===== src/rtl/sitda_pkg.sv =====
package sitda_pkg;

	localparam int VALUE_WIDTH   = 64;
	localparam int IN_TDATA_W    = 64;
	localparam int OUT_TDATA_W   = 8;
	localparam int CHAR_W        = 6;
	localparam int BITS_PER_STEP = 4;

	localparam logic [63:0] RADIX = 64'd10;

	localparam logic [CHAR_W-1:0] CHAR_ZERO  = 6'd48;
	localparam logic [CHAR_W-1:0] CHAR_MINUS = 6'd45;

	// decimal digits needed for the largest magnitude 2^(w-1)
	function automatic int digits_for(input int w);
		logic [63:0] v;
		int n;
		v = 64'd1 << (w - 1);
		n = 0;
		for (int i = 0; i < 21; i++) begin
			if (v != 64'd0) begin
				v = v / RADIX;
				n = n + 1;
			end
		end
		return n;
	endfunction

	localparam int NUM_DIGITS = digits_for(VALUE_WIDTH);
	localparam int BCD_W      = 4 * NUM_DIGITS;
	localparam int IDX_W      = $clog2(NUM_DIGITS);
	localparam int STEPS      = (VALUE_WIDTH + BITS_PER_STEP - 1) / BITS_PER_STEP;
	localparam int MAG_W      = STEPS * BITS_PER_STEP;
	localparam int CNT_W      = $clog2(STEPS + 1);

	typedef enum logic [2:0] {
		ST_IDLE,
		ST_CONV,
		ST_FIND,
		ST_SIGN,
		ST_EMIT
	} st_t;

	typedef struct packed {
		logic load;
		logic shift;
		logic find;
		logic dec;
		logic sel_sign;
	} dp_cmd_t;

	typedef struct packed {
		logic last_step;
		logic idx_zero;
		logic neg;
	} dp_stat_t;

endpackage


===== src/rtl/sitda_ctrl.sv =====
module sitda_ctrl import sitda_pkg::*; (
	input  logic     clk,
	input  logic     arst_n,
	input  logic     in_valid,
	output logic     in_ready,
	output logic     out_valid,
	input  logic     out_ready,
	output dp_cmd_t  cmd,
	input  dp_stat_t stat
);

	st_t state_q, state_d;

	always_ff @(posedge clk or negedge arst_n) begin
		if (!arst_n) begin
			state_q <= ST_IDLE;
		end else begin
			state_q <= state_d;
		end
	end

	always_comb begin
		state_d   = state_q;
		cmd       = '0;
		in_ready  = 1'b0;
		out_valid = 1'b0;
		case (state_q)
			ST_IDLE: begin
				in_ready = 1'b1;
				if (in_valid) begin
					cmd.load = 1'b1;
					state_d  = ST_CONV;
				end
			end
			ST_CONV: begin
				cmd.shift = 1'b1;
				if (stat.last_step) begin
					state_d = ST_FIND;
				end
			end
			ST_FIND: begin
				cmd.find = 1'b1;
				state_d  = stat.neg ? ST_SIGN : ST_EMIT;
			end
			ST_SIGN: begin
				out_valid    = 1'b1;
				cmd.sel_sign = 1'b1;
				if (out_ready) begin
					state_d = ST_EMIT;
				end
			end
			ST_EMIT: begin
				out_valid = 1'b1;
				if (out_ready) begin
					if (stat.idx_zero) begin
						state_d = ST_IDLE;
					end else begin
						cmd.dec = 1'b1;
					end
				end
			end
			default: begin
				state_d = ST_IDLE;
			end
		endcase
	end

endmodule


===== src/rtl/sitda_dp.sv =====
module sitda_dp import sitda_pkg::*; (
	input  logic                  clk,
	input  logic                  arst_n,
	input  logic [IN_TDATA_W-1:0] value,
	input  dp_cmd_t               cmd,
	output dp_stat_t              stat,
	output logic [CHAR_W-1:0]     text_char,
	output logic                  last
);

	localparam int DD_W = BCD_W + MAG_W;

	logic [VALUE_WIDTH-1:0] raw;
	logic [VALUE_WIDTH-1:0] mag;
	logic                   neg_in;

	logic [BCD_W-1:0] bcd_q;
	logic [MAG_W-1:0] mag_q;
	logic             neg_q;
	logic [CNT_W-1:0] cnt_q;
	logic [IDX_W-1:0] idx_q;

	logic [DD_W-1:0]  dd_next;
	logic [IDX_W-1:0] msd;
	logic [3:0]       digit;

	// one binary-to-BCD bit: add 3 to digits of 5 or more, then shift
	function automatic logic [DD_W-1:0] dd_bit(input logic [DD_W-1:0] x);
		logic [DD_W-1:0] y;
		y = x;
		for (int d = 0; d < NUM_DIGITS; d++) begin
			if (y[MAG_W + 4*d +: 4] >= 4'd5) begin
				y[MAG_W + 4*d +: 4] = y[MAG_W + 4*d +: 4] + 4'd3;
			end
		end
		return y << 1;
	endfunction

	assign raw    = value[VALUE_WIDTH-1:0];
	assign neg_in = raw[VALUE_WIDTH-1];
	assign mag    = neg_in ? (~raw + 1'b1) : raw;

	always_comb begin
		dd_next = {bcd_q, mag_q};
		for (int b = 0; b < BITS_PER_STEP; b++) begin
			dd_next = dd_bit(dd_next);
		end
	end

	always_comb begin
		msd = '0;
		for (int d = 0; d < NUM_DIGITS; d++) begin
			if (bcd_q[4*d +: 4] != 4'd0) begin
				msd = IDX_W'(d);
			end
		end
	end

	always_ff @(posedge clk or negedge arst_n) begin
		if (!arst_n) begin
			cnt_q <= '0;
			idx_q <= '0;
		end else begin
			if (cmd.load) begin
				cnt_q <= CNT_W'(STEPS);
			end else if (cmd.shift) begin
				cnt_q <= cnt_q - 1'b1;
			end
			if (cmd.find) begin
				idx_q <= msd;
			end else if (cmd.dec) begin
				idx_q <= idx_q - 1'b1;
			end
		end
	end

	always_ff @(posedge clk) begin
		if (cmd.load) begin
			bcd_q <= '0;
			mag_q <= MAG_W'(mag);
			neg_q <= neg_in;
		end else if (cmd.shift) begin
			{bcd_q, mag_q} <= dd_next;
		end
	end

	assign digit = bcd_q[4*idx_q +: 4];

	assign text_char = cmd.sel_sign ? CHAR_MINUS : (CHAR_ZERO + {2'b00, digit});
	assign last      = !cmd.sel_sign && (idx_q == '0);

	assign stat.last_step = (cnt_q == CNT_W'(1));
	assign stat.idx_zero  = (idx_q == '0);
	assign stat.neg       = neg_q;

endmodule


===== src/rtl/signed_int_to_decimal_ascii_core.sv =====
// Signed integer to decimal ASCII text.
// Slave stream: s_tdata carries one two's-complement integer per transfer
// (low VALUE_WIDTH bits used). s_tready is high only while the core is idle.
// Master stream: one character per transfer, most significant first; a '-'
// leads negative values, zero gives a single '0', m_tlast marks the final
// character of each number.
// After the input transfer the value goes through binary-to-BCD conversion,
// 4 bits per step (ST_CONV), then a leading-digit search (ST_FIND), before
// the first character is valid. Characters then go out one per cycle while
// m_tready is high. A number gives N characters, 1 to 20.
// A stalled receiver holds the current character and m_tlast stable; the
// core resumes when m_tready returns. Reset returns the core to idle and
// drops any number in progress; nothing else is retained between numbers.
module signed_int_to_decimal_ascii_core import sitda_pkg::*; (
	input  logic                   clk,
	input  logic                   arst_n,
	input  logic                   s_tvalid,
	output logic                   s_tready,
	input  logic [IN_TDATA_W-1:0]  s_tdata,  // [63:0] value
	output logic                   m_tvalid,
	input  logic                   m_tready,
	output logic [OUT_TDATA_W-1:0] m_tdata,  // [5:0] text_char, [7:6] zero
	output logic                   m_tlast   // last
);

	dp_cmd_t           cmd;
	dp_stat_t          stat;
	logic [CHAR_W-1:0] text_char;

	sitda_ctrl u_ctrl (
		.clk       (clk),
		.arst_n    (arst_n),
		.in_valid  (s_tvalid),
		.in_ready  (s_tready),
		.out_valid (m_tvalid),
		.out_ready (m_tready),
		.cmd       (cmd),
		.stat      (stat)
	);

	sitda_dp u_dp (
		.clk       (clk),
		.arst_n    (arst_n),
		.value     (s_tdata),
		.cmd       (cmd),
		.stat      (stat),
		.text_char (text_char),
		.last      (m_tlast)
	);

	assign m_tdata = {(OUT_TDATA_W - CHAR_W)'(0), text_char};

endmodule


===== config.mk =====
export PLATFORM = sky130hd
export DESIGN_NAME = signed_int_to_decimal_ascii_core
export DESIGN_NICKNAME = d
export VERILOG_FILES = /design/src/rtl/sitda_pkg.sv /design/src/rtl/sitda_ctrl.sv /design/src/rtl/sitda_dp.sv /design/src/rtl/signed_int_to_decimal_ascii_core.sv
export SDC_FILE = /design/constraint.sdc
export NUM_CORES = 1
export LEC_CHECK = 0
export ABC_AREA = 0
export BUFFER_PORTS_ARGS = -buffer_cell sky130_fd_sc_hd__buf_4
export CAP_MARGIN = 20
export CORE_MARGIN = 8
export CORE_UTILIZATION = 25
export DETAILED_ROUTE_END_ITERATION = 10
export MAX_ROUTING_LAYER = met4
export PLACE_DENSITY = 0.35
export SLEW_MARGIN = 10
export SYNTH_ARGS = -nofsm -noshare
export SYNTH_HDL_FRONTEND = slang
export SYNTH_SLANG_ARGS = --single-unit

===== constraint.sdc =====
create_clock -name clk -period 4.8 [get_ports clk]
set_input_delay 0.96 -clock clk [delete_from_list [all_inputs] [get_ports clk]]
set_output_delay 0.96 -clock clk [all_outputs]
set_load 0.01 [all_outputs]

### Yosys cells after proc, flatten, opt, wreduce, memory -nomap -nowiden

Cells that the tools add are included.

* magnitude comparators: 76
* $add $sub $neg: 80
* reductions and logical operators: 26
* equality and inequality tests: 10
* bitwise gates (word level): 1
* multiplexer cells: 119
* shift operators: 1

Operators with widths (count)
* $mux W4: 80
* $ge A4 B3 Y1 const B: 76
* $add A4 B2 Y4 const B: 72
* $mux W64: 3
* $shiftx A76 B8 Y4: 1
* $reduce_bool A4 Y1: 18
* $add A64 B1 Y64 const B: 1
* $not A64 Y64: 1
* $mux W3: 14
* $mux W5: 7
* $pmux W3 S5: 1
* $add A3 B2 Y3 const B: 4
* $mux W1: 11
* $ne A2 B2 Y1 const B: 5
* $sub A5 B1 Y5 const B: 2
* $add A5 B5 Y6 const A: 1
* $eq A3 B2 Y1 const B: 2
* $mux W6: 1
* $eq A5 B1 Y1 const B: 1
* $logic_not A5 Y1: 1
* $reduce_and A5 Y1: 1
* $mux W2: 2
* $reduce_bool A2 Y1: 2
* $eq A3 B1 Y1 const B: 1
* 5 further kinds: 5

* input port bits: 68
* output and inout port bits: 11
* register bits: 154
* logic and storage cells: 319

### Longest topological paths before layout

* depth in word-level cells: 20
* mapped depth: 19
* mapped depth without buffers: 19

### Hierarchy

From an unflattened synthesis, not the netlist that was laid out.

* cell total of the unflattened synthesis: 2273
* area, all modules: 17327.9 sq um

By module, submodules not included
* sitda_dp: seq. area each 3723.6 sq um, area each 17053.9 sq um, cells each 2242, instances 1
* sitda_ctrl: seq. area each 75.1 sq um, area each 255.2 sq um, cells each 28, instances 1
* signed_int_to_decimal_ascii_core: seq. area each 0.0 sq um, area each 18.8 sq um, cells each 3, instances 1

### Worst setup path before layout

Ideal clock, no wire load.

* path type: in2reg
* start: input s_tvalid
* end: register u_dp.bcd_q[40]
* path slack: 949 ps
* data arrival time: 3604 ps
* cell stages on the path: 6
* path buffers: 1
* setup time: 247 ps
* required time: 4553 ps
* path through: nand2_1 -> inv_1 -> nor2_1 -> inv_1 -> clkbuf_1 -> o32ai_1

RTL lines
* start, declared: RTL line signed_int_to_decimal_ascii_core.sv:17 `input logic s_tvalid,`
* end signal, assigned: RTL line sitda_dp.sv:83 `{bcd_q, mag_q} <= dd_next;`
* end, declared: RTL line sitda_dp.sv:17 `logic [BCD_W-1:0] bcd_q;`

### Worst setup path after layout

* start: register u_dp.bcd_q[52]
* end: register u_dp.bcd_q[56]

* word-level cells in the longest chain between the ends: 8
* elaborated cells between the ends (all ways): 12
* those cells by class: add/sub: 4; order compare: 4; mux: 4

RTL lines
* $add A4 B2 Y4 or $ge A4 B3 Y1 (tied branches): RTL line sitda_dp.sv:33, sitda_dp.sv:32
* $mux W4 *: RTL line sitda_dp.sv:32 `if (y[MAG_W + 4*d +: 4] >= 4'd5) begin`
* $add A4 B2 Y4 or $ge A4 B3 Y1 (tied branches): RTL line sitda_dp.sv:33, sitda_dp.sv:32
* $mux W4 *: RTL line sitda_dp.sv:32
* $add A4 B2 Y4 or $ge A4 B3 Y1 (tied branches): RTL line sitda_dp.sv:33, sitda_dp.sv:32
* $mux W4 *: RTL line sitda_dp.sv:32
* $add A4 B2 Y4 or $ge A4 B3 Y1 (tied branches): RTL line sitda_dp.sv:33, sitda_dp.sv:32
* $mux W4 *: RTL line sitda_dp.sv:32

Mark *: on every way between the ends. The rest lies on a longest branch, timed or not.
A chain may end at the register's enable or synchronous reset.

==> flow_summary_export.csv <==
group,metric,value,unit
outcome,status,"completed",
route,firstDrtPassIters,5,
layout,antenna_cells,0,
global_routing,grt_max_degree,63,
timing,finalMaxSlewViolations,0,
floorplan,die_y,276,um
timing,worst_pin_slew,1.06,ns
route,antenna_left,0,
cts,hold_buffers,0,
route,drt_iter0_markers,870,
floorplan,rows,95,
critical_path,critPathLaunchType,"register",
timing,fin_tns_setup,0,ns
layout,drive_gt1_share,11.3,%
layout,multiInputGateArea,12300,sq um
synth,synth.largest_area_cell,"edfxtp_1",
synth,synth_area,16900,sq um
synth,avgSynthCellArea,7.58,sq um
placed_design,place.gp.congestion,0.799,
synth,synth_edf_count,65,
timing,timing.hold.ws,0.315,ns
route,drt_wl_total,55300,um
critical_path,cp-end-kind,"register",
layout,regArea,3800,sq um
timing,period_minus_slack,4.17,ns
critical_path,max_stage_delay,0.43,ns
synth,synth_top_cells_by_count,"278 x nand2_1, 230 x o21ai_0, 153 x nor2_1",
timing,fmax,240,MHz
timing,finalHoldViolations,0,
cts,htree_levels,4,
global_routing,grt_pass1_vias,15887,
timing,timing.final.crit_share,86.9,%
cts,cts_buffer_depth,2,
cts,clk_latency,0.49,ns
timing,rsz0062_at_grt,"no",
synth,async_flop_share,8.44,%
synth,synth_flop_cell,"dfxtp_1",
global_routing,grt_overflow,0,
synth,yosys.area.top_type_share,11.6,%
cts,clkSinkCount,154,
placed_design,place_hpwl,42700,um
critical_path,worst-path-max-fanout,7,
global_routing,grt_pass1_wl,87200,um
route,viasPerCell,5.24,
floorplan,start_util,25.2,%
route,drc_errors,0,
cts,cts_resized,0,
critical_path,worstPathArrival,4.54,ns
synth,yosysMostFrequentCell,"nand2_1",
critical_path,worstPathCellList,"inv_1, ha_1, nor2b_1, o21ai_0, nor2_1, inv_1, ha_1, o21bai_1, a211oi_1, nor2_1, inv_1, ha_1, nor2_1, a221oi_1, a2bb2oi_1, nor2_1, a22oi_1, or3b_1",
route,wire_per_inst,17.8,um
layout,syn2layout_area_growth,11.6,%
layout,finalNetCount,2377,
placed_design,port-buffer-count,75,
floorplan,ioPinCount,79,
critical_path,critical_path_class,"reg2reg",
cts,postCtsSetupRepairBufs,0,
floorplan,coreArea,66900,sq um
critical_path,cp_slowest_cell,"a211oi_1",
layout,fillers,7289,
cts,cts_buffers,17,
flow_run,cap_violations,0,
floorplan,die_area,76000,sq um
synth,synth-seq-cells,154,
timing,clock_skew,0.0200,ns
synth,ys_top_cells_by_area,"edfxtp_1 12%, dfxtp_1 9.0%, o21ai_0 6.8%, nand2_1 6.2%, ha_1 6.1%",
synth,syn_inst,2222,
global_routing,grt_use_total,14.8,%
synth,yosys_warnings,0,
timing,relSlewSlack,29.1,%
critical_path,worstPathRequired,5.17,ns
route,route.vias.total,16324,
floorplan,dieWidth,276,um
cts,cts_tree,"yes",
timing,setup_viol,0,
cts,path_clk_slew,0.08,ns
cts,cts_root_buf,"clkbuf_16",
critical_path,crit_top_cell,"nor2_1",
synth,synth_seq_area_share,22.5,%
global_routing,antenna_found_initial,0,
synth,ys_types,85,
hold_path,hp-class,"in2async",
-- layer usage --
layer	global-route usage, %	wire (um)	vias up
met5	-	0	-
met3	1.94	1260	37
met2	23.9	25700	222
met1	19.4	27500	7750
met4	3.97	844	0
li1	-	-	8315
-- flip-flops by register name, summed over array words and instances, names as in the netlist --
register / cells
u_dp.cnt_q: 5
u_ctrl.state_q: 3
u_dp.bcd_q: 76
u_dp.mag_q: 64
u_dp.idx_q: 5
u_dp.neg_q: 1
-- stage by stage --
stage | setup slack (ns) | utilization, % | instance area (sq um) | cells
2_1_floorplan | 0.949 | - | 16900 | 2223
3_3_place_gp | 0.770 | 27.3 | 18300 | 3081
3_5_place_dp | 0.671 | 27.3 | 18300 | 3081
4_1_cts | 0.654 | 28.1 | 18800 | 3113
5_1_grt | 0.155 | 28.1 | 18800 | 3113
6_report | 0.629 | 28.1 | 18800 | 3113
-- worst max-delay path: cells and delay by family, from the launching register on --
kind	cells	cell delay, ns
compound gates	6	1.62
fa+ha+maj	3	0.77
buf+inv	3	0.27
flops	1	0.39
simple gates	6	1.02
-- logic make-up (layout without fill, tap and decap cells) --
kind of cell | count (synthesis) | after routing | share of synthesized area, %
compound gates | 778 | 778 | 30.9
buf+inv | 211 | 228 | 4.80
simple gates | 810 | 810 | 23.5
xor+xnor | 77 | 77 | 4.00
fa+ha+maj | 82 | 82 | 6.09
other cells | 2 | 3 | 0.0446
mux | 108 | 108 | 8.09
flops | 154 | 154 | 22.5
-- cells in the final DEF, fill, tap and decap left out, drive strengths merged, types with 61 or more instances in the layout --
cell	count
nor3	79
buf	86
mux2i	62
a211oi	68
dfxtp	76
nand2	278
a21oi	118
inv	120
xor2	61
ha	82
edfxtp	65
nor2	154
o21ai	244
-- path summary, 6_finish.rpt --
kind	startpoint	to	slack, ns	depth (start not counted)
worst max-delay path	u_dp.bcd_q[52]	u_dp.bcd_q[56]	0.63	18
min in group clk	u_dp.mag_q[60]	u_dp.bcd_q[0]	0.50	2
worst max register to register	u_dp.bcd_q[52]	u_dp.bcd_q[56]	0.63	18
max in group asynchronous	arst_n	u_ctrl.state_q[0]	4.30	1
worst min-delay path	arst_n	u_dp.idx_q[3]	0.32	1
worst min register to register	u_dp.mag_q[60]	u_dp.bcd_q[0]	0.50	2
-- cell type report --
class	count	share of cell area [%]
Inverter	110	2.21
Sequential cell	154	20.2
Timing Repair Buffer	86	3.63
Clock inverter	14	0.672
Clock buffer	18	2.28
Tap cell	873	5.81
Multi-Input combinational cell	1858	65.2
Power is left out: the tool's default activity adds up to more than one toggle a clock period on the data nets, which glitch-free logic cannot reach.
